**config.mk**
```make
export PLATFORM = sky130hd
export DESIGN_NAME = stun_packet_validate_parse
export DESIGN_NICKNAME = d
export VERILOG_FILES = /design/src/hw/rtl/spvp_pkg.sv /design/src/hw/rtl/spvp_core.sv /design/src/hw/rtl/spvp_fifo.sv /design/src/hw/rtl/stun_packet_validate_parse.sv
export SDC_FILE = /design/constraint.sdc
export NUM_CORES = 2
export LEC_CHECK = 0
export ABC_CLOCK_PERIOD_IN_PS = 16530
export BUFFER_PORTS_ARGS = -buffer_cell sky130_fd_sc_hd__buf_2
export CAP_MARGIN = 20
export CORE_ASPECT_RATIO = 1.75
export CORE_UTILIZATION = 30
export DETAILED_ROUTE_END_ITERATION = 8
export GPL_ROUTABILITY_DRIVEN = 0
export GPL_TIMING_DRIVEN = 0
export SYNTH_ARGS = -nofsm -noshare
export SYNTH_HDL_FRONTEND = slang
export SYNTH_SLANG_ARGS = --single-unit
```
**constraint.sdc**
```tcl
create_clock -name i_clk -period 16.53 [get_ports i_clk]
set_input_delay 0.8265 -clock i_clk [delete_from_list [all_inputs] [get_ports i_clk]]
set_output_delay 0.8265 -clock i_clk [all_outputs]
set_load 0.02 [all_outputs]
```
**src/hw/rtl/spvp_pkg.sv**
```systemverilog
package spvp_pkg;

    localparam int OFFSET_BITS = 17;
    localparam int FIFO_DEPTH  = 4;
    localparam int FIFO_AW     = $clog2(FIFO_DEPTH);

    localparam logic [OFFSET_BITS-1:0] CNT_MAX = '1;
    localparam logic [15:0] FP_TYPE  = 16'h8028;
    localparam logic [31:0] FP_XOR   = 32'h5354554e;
    localparam logic [31:0] CRC_POLY = 32'hEDB88320;
    localparam logic [31:0] CRC_INIT = 32'hffffffff;
    localparam int          HDR_LEN  = 20;

    localparam logic REC_ATTR    = 1'b0;
    localparam logic REC_SUMMARY = 1'b1;

    typedef enum logic [1:0] {
        ST_GOOD   = 2'd0,
        ST_FORMAT = 2'd1,
        ST_FPRINT = 2'd2
    } t_status;

    typedef struct packed {
        logic [7:0] data_byte;
        logic       last_byte;
    } t_in_beat;

    typedef struct packed {
        logic        record_kind;
        logic [15:0] attr_type;
        logic [15:0] attr_length;
        logic [16:0] attr_value_offset;
        t_status     status;
        logic [1:0]  msg_class;
        logic [11:0] stun_method;
        logic [15:0] message_length;
        logic [31:0] txn_id_high;
        logic [63:0] txn_id_low;
        logic        is_last;
    } t_rec;

    // up to two records written into the output queue per processed byte
    typedef struct packed {
        logic [1:0] count;
        t_rec       rec0;
        t_rec       rec1;
    } t_push;

endpackage

```
**src/hw/rtl/spvp_core.sv**
```systemverilog
module spvp_core (
    input  logic              i_clk,
    input  logic              i_rst_n,
    input  logic              i_cfg_wr_en,
    input  logic              i_cfg_wr_data,
    input  logic              i_go,
    input  spvp_pkg::t_in_beat i_beat,
    output spvp_pkg::t_push   o_push
);

    localparam int CB = spvp_pkg::OFFSET_BITS;

    function automatic logic [31:0] crc_byte(input logic [31:0] crc, input logic [7:0] b);
        logic [31:0] c;
        c = crc ^ {24'd0, b};
        for (int i = 0; i < 8; i++) begin
            c = c[0] ? ((c >> 1) ^ spvp_pkg::CRC_POLY) : (c >> 1);
        end
        return c;
    endfunction

    function automatic logic [7:0] cookie_byte(input logic [1:0] idx);
        logic [7:0] v;
        case (idx)
            2'd0:    v = 8'h21;
            2'd1:    v = 8'h12;
            2'd2:    v = 8'hA4;
            default: v = 8'h42;
        endcase
        return v;
    endfunction

    logic          r_check_fp;
    logic [CB-1:0] r_byte_count, n_byte_count;
    logic [31:0]   r_crc, n_crc;
    logic [15:0]   r_header_word, n_header_word;
    logic [15:0]   r_length_field, n_length_field;
    logic [31:0]   r_id_upper, n_id_upper;
    logic [63:0]   r_id_lower, n_id_lower;
    logic          r_header_bad, n_header_bad;
    logic [CB-1:0] r_attr_start, n_attr_start;
    logic [31:0]   r_attr_header, n_attr_header;
    logic [CB-1:0] r_attr_next, n_attr_next;
    logic          r_fp_found, n_fp_found;
    logic [31:0]   r_fp_expected, n_fp_expected;
    logic [31:0]   r_fp_received, n_fp_received;
    logic          r_fp_bad, n_fp_bad;

    logic [CB-1:0] pos, rel;
    logic [CB:0]   pos_inc, off_sum, len_end;
    logic [CB+1:0] nxt;
    logic [16:0]   padded;
    logic          attr_done, fmt_bad;
    logic [7:0]    b0, b1;
    spvp_pkg::t_rec    attr_rec, sum_rec;
    spvp_pkg::t_status st;

    always_comb begin
        n_byte_count   = r_byte_count;
        n_crc          = r_crc;
        n_header_word  = r_header_word;
        n_length_field = r_length_field;
        n_id_upper     = r_id_upper;
        n_id_lower     = r_id_lower;
        n_header_bad   = r_header_bad;
        n_attr_start   = r_attr_start;
        n_attr_header  = r_attr_header;
        n_attr_next    = r_attr_next;
        n_fp_found     = r_fp_found;
        n_fp_expected  = r_fp_expected;
        n_fp_received  = r_fp_received;
        n_fp_bad       = r_fp_bad;
        attr_rec       = '0;
        sum_rec        = '0;
        attr_done      = 1'b0;
        pos            = r_byte_count;
        rel            = pos - r_attr_start;
        pos_inc        = (CB+1)'(pos) + (CB+1)'(1);
        off_sum        = (CB+1)'(r_attr_start) + (CB+1)'(4);
        padded         = '0;
        nxt            = '0;

        if (pos < spvp_pkg::CNT_MAX) begin
            if (pos == '0 && (i_beat.data_byte & 8'hC0) != 8'h00) begin
                n_header_bad = 1'b1;
            end
            if (pos < CB'(2)) begin
                n_header_word = {r_header_word[7:0], i_beat.data_byte};
            end else if (pos < CB'(4)) begin
                n_length_field = {r_length_field[7:0], i_beat.data_byte};
            end else if (pos < CB'(8)) begin
                if (i_beat.data_byte != cookie_byte(pos[1:0])) begin
                    n_header_bad = 1'b1;
                end
            end else if (pos < CB'(12)) begin
                n_id_upper = {r_id_upper[23:0], i_beat.data_byte};
            end else if (pos < CB'(spvp_pkg::HDR_LEN)) begin
                n_id_lower = {r_id_lower[55:0], i_beat.data_byte};
            end

            if (pos >= r_attr_start) begin
                if (rel == '0 && !r_fp_found) begin
                    n_fp_expected = ~r_crc ^ spvp_pkg::FP_XOR;
                end
                if (rel < CB'(4)) begin
                    n_attr_header = {r_attr_header[23:0], i_beat.data_byte};
                    if (rel == CB'(3)) begin
                        // value padded to a multiple of four, length 65535 pads to 65536
                        padded = (17'(n_attr_header[15:0]) + 17'd3) & ~17'd3;
                        nxt = (CB+2)'(r_attr_start) + (CB+2)'(4) + (CB+2)'(padded);
                        n_attr_next = (nxt <= (CB+2)'(spvp_pkg::CNT_MAX)) ? nxt[CB-1:0] : '0;
                    end
                end else if (rel < CB'(8)) begin
                    n_fp_received = {r_fp_received[23:0], i_beat.data_byte};
                end
                if (rel >= CB'(3) && n_attr_next != '0 && pos_inc == (CB+1)'(n_attr_next)) begin
                    attr_done                  = 1'b1;
                    attr_rec.record_kind       = spvp_pkg::REC_ATTR;
                    attr_rec.attr_type         = n_attr_header[31:16];
                    attr_rec.attr_length       = n_attr_header[15:0];
                    attr_rec.attr_value_offset = off_sum[16:0];
                    if (n_attr_header[31:16] == spvp_pkg::FP_TYPE && !r_fp_found) begin
                        n_fp_found = 1'b1;
                        n_fp_bad   = (n_attr_header[15:0] != 16'd4) ||
                                     (n_fp_received != n_fp_expected);
                    end
                    n_attr_start = n_attr_next;
                    n_attr_next  = '0;
                end
            end
            n_crc        = crc_byte(r_crc, i_beat.data_byte);
            n_byte_count = pos_inc[CB-1:0];
        end

        len_end = (CB+1)'(n_length_field) + (CB+1)'(spvp_pkg::HDR_LEN);
        fmt_bad = n_header_bad || n_byte_count < CB'(spvp_pkg::HDR_LEN) ||
                  n_length_field[1:0] != 2'b00 || len_end > (CB+1)'(n_byte_count);
        if (fmt_bad) begin
            st = spvp_pkg::ST_FORMAT;
        end else if (r_check_fp && (!n_fp_found || n_fp_bad)) begin
            st = spvp_pkg::ST_FPRINT;
        end else begin
            st = spvp_pkg::ST_GOOD;
        end
        b0 = n_header_word[15:8];
        b1 = n_header_word[7:0];
        sum_rec.record_kind = spvp_pkg::REC_SUMMARY;
        sum_rec.status      = st;
        sum_rec.is_last     = 1'b1;
        if (st == spvp_pkg::ST_GOOD) begin
            sum_rec.msg_class      = {b0[0], b1[4]};
            sum_rec.stun_method    = {b0[5:1], b1[7:5], b1[3:0]};
            sum_rec.message_length = n_length_field;
            sum_rec.txn_id_high    = n_id_upper;
            sum_rec.txn_id_low     = n_id_lower;
        end

        o_push = '0;
        if (i_go) begin
            if (i_beat.last_byte) begin
                if (attr_done) begin
                    o_push.count = 2'd2;
                    o_push.rec0  = attr_rec;
                    o_push.rec1  = sum_rec;
                end else begin
                    o_push.count = 2'd1;
                    o_push.rec0  = sum_rec;
                end
            end else if (attr_done) begin
                o_push.count = 2'd1;
                o_push.rec0  = attr_rec;
            end
        end
    end

    always_ff @(posedge i_clk) begin
        if (!i_rst_n) begin
            r_check_fp <= 1'b0;
        end else if (i_cfg_wr_en) begin
            r_check_fp <= i_cfg_wr_data;
        end
    end

    always_ff @(posedge i_clk) begin
        if (!i_rst_n || (i_go && i_beat.last_byte)) begin
            r_byte_count   <= '0;
            r_crc          <= spvp_pkg::CRC_INIT;
            r_header_word  <= '0;
            r_length_field <= '0;
            r_id_upper     <= '0;
            r_id_lower     <= '0;
            r_header_bad   <= 1'b0;
            r_attr_start   <= CB'(spvp_pkg::HDR_LEN);
            r_attr_header  <= '0;
            r_attr_next    <= '0;
            r_fp_found     <= 1'b0;
            r_fp_expected  <= '0;
            r_fp_received  <= '0;
            r_fp_bad       <= 1'b0;
        end else if (i_go) begin
            r_byte_count   <= n_byte_count;
            r_crc          <= n_crc;
            r_header_word  <= n_header_word;
            r_length_field <= n_length_field;
            r_id_upper     <= n_id_upper;
            r_id_lower     <= n_id_lower;
            r_header_bad   <= n_header_bad;
            r_attr_start   <= n_attr_start;
            r_attr_header  <= n_attr_header;
            r_attr_next    <= n_attr_next;
            r_fp_found     <= n_fp_found;
            r_fp_expected  <= n_fp_expected;
            r_fp_received  <= n_fp_received;
            r_fp_bad       <= n_fp_bad;
        end
    end

`ifndef SYNTHESIS
    a_two_recs_order: assert property (@(posedge i_clk) disable iff (!i_rst_n)
        o_push.count == 2'd2 |-> (o_push.rec0.record_kind == spvp_pkg::REC_ATTR &&
                                  o_push.rec1.record_kind == spvp_pkg::REC_SUMMARY))
        else $error("two records must be attribute then summary");
    a_push_needs_go: assert property (@(posedge i_clk) disable iff (!i_rst_n)
        o_push.count != 2'd0 |-> i_go)
        else $error("record produced without a processed beat");
    a_clear_after_last: assert property (@(posedge i_clk) disable iff (!i_rst_n)
        i_go && i_beat.last_byte |=> (r_byte_count == '0 && !r_fp_found))
        else $error("packet state not cleared after last beat");
    a_walk_ahead: assert property (@(posedge i_clk) disable iff (!i_rst_n)
        r_attr_next != '0 |-> r_attr_next > r_attr_start)
        else $error("attribute end not beyond its start");
`endif

endmodule

```
**src/hw/rtl/spvp_fifo.sv**
```systemverilog
module spvp_fifo (
    input  logic            i_clk,
    input  logic            i_rst_n,
    input  spvp_pkg::t_push i_push,
    input  logic            i_stall,
    output logic            o_room,
    output logic            o_valid,
    output spvp_pkg::t_rec  o_rec
);

    localparam int AW = spvp_pkg::FIFO_AW;

    spvp_pkg::t_rec mem [spvp_pkg::FIFO_DEPTH];
    logic [AW-1:0]  r_wr_ptr, n_wr_ptr;
    logic [AW-1:0]  r_rd_ptr, n_rd_ptr;
    logic [AW:0]    r_count, n_count;
    logic           pop;

    assign o_valid = r_count != '0;
    assign o_rec   = mem[r_rd_ptr];
    // a processed beat may push two records
    assign o_room  = r_count <= (AW+1)'(spvp_pkg::FIFO_DEPTH - 2);
    assign pop     = o_valid && !i_stall;

    always_comb begin
        n_wr_ptr = r_wr_ptr + AW'(i_push.count);
        n_rd_ptr = r_rd_ptr + AW'(pop);
        n_count  = r_count + (AW+1)'(i_push.count) - (AW+1)'(pop);
    end

    always_ff @(posedge i_clk) begin
        if (i_push.count != 2'd0) begin
            mem[r_wr_ptr] <= i_push.rec0;
        end
        if (i_push.count == 2'd2) begin
            mem[r_wr_ptr + AW'(1)] <= i_push.rec1;
        end
    end

    always_ff @(posedge i_clk) begin
        if (!i_rst_n) begin
            r_wr_ptr <= '0;
            r_rd_ptr <= '0;
            r_count  <= '0;
        end else begin
            r_wr_ptr <= n_wr_ptr;
            r_rd_ptr <= n_rd_ptr;
            r_count  <= n_count;
        end
    end

`ifndef SYNTHESIS
    a_no_overflow: assert property (@(posedge i_clk) disable iff (!i_rst_n)
        i_push.count != 2'd0 |-> o_room)
        else $error("record pushed without room");
    a_count_bound: assert property (@(posedge i_clk) disable iff (!i_rst_n)
        r_count <= (AW+1)'(spvp_pkg::FIFO_DEPTH))
        else $error("queue count beyond depth");
    a_ptr_gap: assert property (@(posedge i_clk) disable iff (!i_rst_n)
        r_wr_ptr - r_rd_ptr == r_count[AW-1:0])
        else $error("queue pointers disagree with count");
`endif

endmodule

```
**src/hw/rtl/stun_packet_validate_parse.sv**
```systemverilog
// channel   dir  handshake            payload
// input     in   i_valid / o_stall    i_beat  (one buffer byte, last flag)
// output    out  o_valid / i_stall    o_rec   (attribute or summary record)
// config    in   i_cfg_wr_en          i_cfg_wr_data (fingerprint check enable)
//
// one byte per cycle while o_stall is low; a taken byte is held in an input register
// and its records pass through a four-entry record queue before they are offered
// a byte that completes an attribute and ends the packet gives two records, sent
// one per cycle while i_stall is low; the input stalls while that queue has fewer
// than two free entries. synchronous active-low reset, no clearing pass
module stun_packet_validate_parse (
    input  logic               i_clk,
    input  logic               i_rst_n,
    input  logic               i_valid,
    output logic               o_stall,
    input  spvp_pkg::t_in_beat i_beat,
    output logic               o_valid,
    input  logic               i_stall,
    output spvp_pkg::t_rec     o_rec,
    input  logic               i_cfg_wr_en,
    input  logic               i_cfg_wr_data
);

    logic               r_in_vld;
    spvp_pkg::t_in_beat r_in;
    logic               room, go;
    spvp_pkg::t_push    push;

    assign go      = r_in_vld && room;
    assign o_stall = r_in_vld && !room;

    always_ff @(posedge i_clk) begin
        if (!i_rst_n) begin
            r_in_vld <= 1'b0;
        end else if (!o_stall) begin
            r_in_vld <= i_valid;
        end
    end

    always_ff @(posedge i_clk) begin
        if (i_valid && !o_stall) begin
            r_in <= i_beat;
        end
    end

    spvp_core u_core (
        .i_clk        (i_clk),
        .i_rst_n      (i_rst_n),
        .i_cfg_wr_en  (i_cfg_wr_en),
        .i_cfg_wr_data(i_cfg_wr_data),
        .i_go         (go),
        .i_beat       (r_in),
        .o_push       (push)
    );

    spvp_fifo u_fifo (
        .i_clk  (i_clk),
        .i_rst_n(i_rst_n),
        .i_push (push),
        .i_stall(i_stall),
        .o_room (room),
        .o_valid(o_valid),
        .o_rec  (o_rec)
    );

`ifndef SYNTHESIS
    a_stall_only_full: assert property (@(posedge i_clk) disable iff (!i_rst_n)
        o_stall |-> (r_in_vld && !room))
        else $error("input stalled with a free stage");
    a_beat_held: assert property (@(posedge i_clk) disable iff (!i_rst_n)
        r_in_vld && !go |=> (r_in_vld && $stable(r_in)))
        else $error("held input beat lost or changed");
    a_go_drains: assert property (@(posedge i_clk) disable iff (!i_rst_n)
        go && !i_valid |=> !r_in_vld)
        else $error("input stage not emptied after processing");
`endif

endmodule
```
Word level (Yosys, flattened, before mapping)

Memories as Yosys holds them, arrays and structs flattened. A register that Yosys moved wholly into a read port is not among the register bits.
Index checks and enable logic that the tools add are counted.

Register bits: 326
Output and inout bits: 181
Bits in latches: 0
Memories kept: 1
Bits of input ports: 15
Logic and storage cells: 183
ROM bits: 0
RAM bits: 716

Memories:

| name       | depth | width | read ports | clocked after memory_dff | wr ports | line            | source |
|---|---|---|---|---|---|---|---|
| u_fifo.mem | 4     | 179   | 1          | 1                        | 2        | spvp_fifo.sv:13 | `spvp_pkg::t_rec mem [spvp_pkg::FIFO_DEPTH];` |

Reduce and logical (&&, ||, !) cells: 35
Multipliers: 0
$lt $le $gt $ge: 14
$add $sub $neg: 12
Div/mod/pow operators: 0
Multiplexer cells: 80
Equal/unequal tests: 9
Bitwise gates (word level): 11
Shift operators: 0

Operator list:

| kind                                                 | number |
|---|---|
| 2-to-1 mux 32 bit                                    | 23 |
| 2-to-1 mux 64 bit                                    | 6 |
| 2-to-1 mux 181 bit                                   | 2 |
| 2-to-1 mux 360 bit                                   | 1 |
| 2-to-1 mux 179 bit                                   | 2 |
| 2-to-1 mux 180 bit                                   | 1 |
| 2-to-1 mux 126 bit                                   | 1 |
| 2-to-1 mux 17 bit                                    | 7 |
| NOT 13 -> 14 bit                                     | 8 |
| 2-to-1 mux 50 bit                                    | 2 |
| < comparator 17 x 4 -> 1 bit (second input constant) | 3 |
| 2-to-1 mux 49 bit                                    | 1 |
| 2-to-1 mux 16 bit                                    | 3 |
| logical NOT 17 bit                                   | 2 |
| < comparator 17 x 3 -> 1 bit (second input constant) | 2 |
| < comparator 17 x 5 -> 1 bit (second input constant) | 2 |
| 2-to-1 mux 8 bit                                     | 4 |
| inequality test 32 bit                               | 1 |
| NOT 32 bit                                           | 1 |
| bitwise XOR 32 x 8 -> 32 bit                         | 1 |
| 2-to-1 mux 14 bit                                    | 2 |
| one-hot mux 8 bit (3 select lines)                   | 1 |
| 2-to-1 mux 1 bit                                     | 21 |
| adder 19 x 17 -> 19 bit                              | 1 |
| other kinds (38)                                     | 63 |

Longest topological paths before layout

Depth in word-level cells: 27
Depth in mapped cells: 32
Depth with buffers taken out: 28

Modules after synthesis

A second synthesis with hierarchy kept.

Cells, all modules: 4721
Area, all modules: 57024.7 µm²

By module, submodules not included:

| module                     | area an instance (µm²) | sequential area each (µm²) | instances | cells an instance |
|---|---|---|---|---|
| spvp_fifo                  | 34718.3                | 21640.8                    | 1         | 1777 |
| spvp_core                  | 21982.3                | 6185.9                     | 1         | 2930 |
| stun_packet_validate_parse | 324.1                  | 290.3                      | 1         | 14 |

Least setup slack after synthesis

OpenSTA, ideal clock, no wires.

Kind: register to register
From: reg r_in[2] (netlist bit)
To: mem u_fifo.mem[0][0] (netlist bit), enable pin
Path slack: 7209 ps
Buffers on the path: 5
Period minus slack after synthesis: 9321 ps
Cell stages (with the launch flop): 31
Data required time: 16049 ps
Setup time: 481 ps
Data arrival time: 8840 ps
Cells stage by stage: edfxtp_1 clkbuf_1 o21ai_0 nor2_1 and3_1 nand3_1 nor2_1 nand3_1 nor2_1 nand3_1 xnor2_1 ha_1 clkbuf_1 a211oi_1 nor2_1 or3_1 o21a_1 or2_2 buf_2 a21oi_2 xnor2_1 or4_1 o41ai_2 and4bb_1 buf_4 ha_1 o21ai_0 nor3_1 nor2_1 clkbuf_1 inv_1

RTL lines:

| item                   | line                             | source |
|---|---|---|
| start, declared        | stun_packet_validate_parse.sv:25 | `spvp_pkg::t_in_beat r_in;` |
| start signal, assigned | stun_packet_validate_parse.sv:42 | `r_in <= i_beat;` |
| end, declared          | spvp_fifo.sv:13                  |  |

==> summary.md <==
| Metric | Value |
|---|---|
| # hold bufs at CTS | 0 |
| Ys Warns | 0 |
| Initial antenna violation count | 6 |
| Post-CTS Resized | 0 |
| DRT iter0 DRCs | 3,457 |
| Synth Cell Area | 54,410 um^2 |
| Power Internal | 4.611 mW |
| Width of the die | 323.9 um |
| Min cycle time layout | 10.80 ns |
| Gr ovfl total | 0 |
| Final WS setup | 5.732 ns |
| Leak Pwr | 19.28 nW |
| Max-cap viol count | 0 |
| Reg area | 26,040 um^2 |
| Clock transition at the registers of the reported paths | 0.08 ns |
| Min-delay src | i_beat[4] |
| Reg power frac | 41.9% |
| DP HPWL | 144.0 mm |
| NetSw | 2.041 mW |
| Asr flop ratio synth | 0% |
| Most common cell after layout, fill and taps aside | nand2_1 |
| Worst path slowest cell | o41ai_2 |
| Final setup viols | 0 |
| Die Area | 183,100 um^2 |
| Part of the cycle the worst path needs | 65.32% |
| Clock Power Share | 36.8% |
| CTS tree | built |
| Num CTS Buffers | 101 |
| Number of synthesized register bits | 1,038 |
| Worst Max-Slew Pin Slew | 1.250 ns |
| Vias in the first global route | 41.94k |
| Area grow syn2layout | 14.50% |
| Design Power | 6.652 mW |
| Routed WL | 194.2 mm |
| Max incr delay on CP | 0.68 ns |
| Status | complete, no violations |
| H-tree depth | 3 |
| Hold crit path type | in2reg |
| Final Max Tran Viols | 0 |
| Die H | 565.4 um |
| Final net count | 5,192 |
| Share of cells above drive strength 1 | 23.73% |
| Max VDD drop | 89.84 uV |
| Hold Crit Endpoint | r_in[4] |
| PwrDens | 106.8 nW/um^2 |
| CP Launch Type | flop |
| Cells after Synth | 4,780 |
| WP data arrival | 11.13 ns |
| Post-synth EDFFs | 525 |
| Sw Ratio | 30.68% |
| Max FO, Critical Path | 76 |
| R2R depth | 32 |
| Logic pwr share | 21.3% |
| Core area | 180,200 um^2 |
| Relative slew margins | 16.66% |
| Post-synthesis sequential area ratio | 47.85% |
| Row Count | 206 |
| Crit Path Category | reg2reg |
| Pre-antenna DRT Iters | 6 |
| Most frequent cells in the layout | 738 x nand2_1, 525 x edfxtp_1, 513 x dfxtp_1 |
| CP dominant cell by count | nor2_1 |
| Via count of the routed design | 41.83k |
| Dpl ws | 6.168 ns |
| FILL cells | 17.83k |
| Ports | 196 |
| Worst r2r dst | u_fifo.mem[1][108] |
| RSZ-0062 raised after global routing | false |
| Vias/cell | 5.510 |
| CP Capture Type | flop |
| Detailed-route wire length per cell | 25.59 um |
| Pin count of the biggest net entering global routing | 87 |
| Hold Path Stages | 1 |
| Clk_lat worst skew | 0.76 ns |
| Syn avg cell area | 11.38 um^2 |
| Root Driver | clkbuf_16 |
| Max clock buf depth | 3 |
| Aggregate global-route resource usage | 20.86% |
| CP required | 16.86 ns |
| Multi-input logic area | 25,950 um^2 |
| Setup TNS | 0 ns |
| Post-synth cell types | 86 |
| Final Skew | 0.04438 ns |
| Synth Flop Type | edfxtp_1 |
| Worst R2R Setup Slack | 5.73 ns |
| CTS Sinks | 1,038 |
| # port buffers | 195 |
| Starting Density | 30.20% |
| Final Hold Viols | 0 |
| R2r startpoint | r_in[2] |
| Antenna viol nets, final | 0 |
| Fmax | 92.61 MHz |
| DRC violations left | 0 |
| Setup Fix Bufs, Post-CTS | 0 |
| First-pass GRT wire length | 282.8 mm |
-- synth_stat cells (all sizes together) (8+ instances only) --
library cell	instances	area, um^2
a2111oi	506	7191
a211oi	44	340.3
a21o	41	307.8
a21oi	265	1334
and2	25	156.4
and3	14	87.58
buf	135	827.0
clkbuf	342	1299
dfxtp	513	10270
edfxtp	525	15770
ha	63	788.3
inv	89	334.1
mux2i	201	2016
mux4	178	4009
nand2	738	2770
nand2b	24	150.1
nand3	41	205.2
nand4	30	200.2
nor2	207	784.5
nor2b	8	50.05
nor3	31	155.2
nor4	29	202.7
o211ai	38	285.3
o21a	11	82.58
o21ai	246	1235
or2	101	631.9
or3	15	98.84
xnor2	144	1261
xor2	69	604.3
-- cell families after synthesis --
family | Yosys count | synth area share (%)
fa+ha+maj | 66 | 1.559
flops | 1038 | 47.85
xor+xnor | 213 | 3.429
mux | 384 | 11.18
compound gates | 1218 | 20.86
other cells | 1 | 0.006892
simple gates | 1294 | 10.59
buf+inv | 566 | 4.521
-- area by class of cell --
| class | count | area share, % |
|---|---|---|
| repair buffers | 221 | 2.229 |
| multi-input cells | 3183 | 41.65 |
| clock inverters | 47 | 0.8355 |
| inverters | 89 | 0.5845 |
| diodes | 5 | 0.02008 |
| flip-flops and latches | 1038 | 41.79 |
| plain buffers | 477 | 3.416 |
| well taps | 2392 | 4.804 |
| clock buffers | 140 | 4.670 |
-- metal layers --
layer  part of all wire [%]  track usage (%)  routed length (um)  vias to the layer above
li1                       -                -                   -                    18750
met1                     35            22.35               68760                    20880
met2                     51            37.42               99390                     1672
met3                    6.2            3.620               12000                      533
met4                    7.3            13.46               14080                        2
met5                 0.0041                0                   8                        -
-- registers in the layout (all words and copies together) (netlist names), 32 cells and up --
| signal | flops |
|---|---|
| u_core.r_fp_received | 32 |
| u_core.r_crc | 32 |
| u_core.r_id_upper | 32 |
| u_fifo.mem | 712 |
| u_core.r_fp_expected | 32 |
| u_core.r_id_lower | 64 |
| u_core.r_attr_header | 32 |
-- per-stage QoR --
step / util (%) / cell area, um^2 / hold slack [ns] / cells
6_report: 34.58 / 62300 / 0.2484 / 7592
5_1_grt: 34.57 / 62290 / 0.2169 / 7588
4_1_cts: 34.54 / 62230 / 0.1927 / 7582
3_5_place_dp: 32.64 / 58800 / 0.4244 / 7395
3_3_place_gp: 32.42 / 58400 / 0.4169 / 7374
2_1_floorplan: - / 54430 / 0.4132 / 4787
-- power by group through the flow --
stage / clock network [mW] / logic [mW] / registers [mW]
4_1_cts: 2.47 / 1.43 / 2.79
5_1_grt: 2.56 / 1.51 / 2.79
3_3_place_gp: 0 / 1.41 / 2.85
3_5_place_dp: 0 / 1.42 / 2.84
2_1_floorplan: 0 / 0.923 / 2.83
6_report: 2.45 / 1.42 / 2.79
-- critical path, delay by kind of cell, from the launching register on --
kind | cells | cell delay, ns
AND/OR/NAND/NOR | 14 | 3.56
AO/OA/AOI/OAI | 6 | 2.42
flip-flops | 1 | 0.58
adder cells (fa/ha/maj) | 2 | 0.58
XOR/XNOR | 2 | 0.37
buffers and inverters | 8 | 2.55
-- worst max path at each step --
stage	startpoint	endpoint	slack [ns]	depth (start not counted)
final	r_in[2]	u_fifo.mem[1][108]	5.73	32
after global routing	r_in[2]	u_fifo.mem[1][113]	5.29	31
after global placement	r_in[2]	u_fifo.mem[1][108]	2.01	29
after floorplan	r_in[2]	u_fifo.mem[0][0]	7.21	30
after detailed placement	r_in[2]	u_fifo.mem[3][113]	6.17	32
after CTS	r_in[2]	u_fifo.mem[3][113]	6.08	32
No activity file was read; power rests on OpenSTA's default activity.
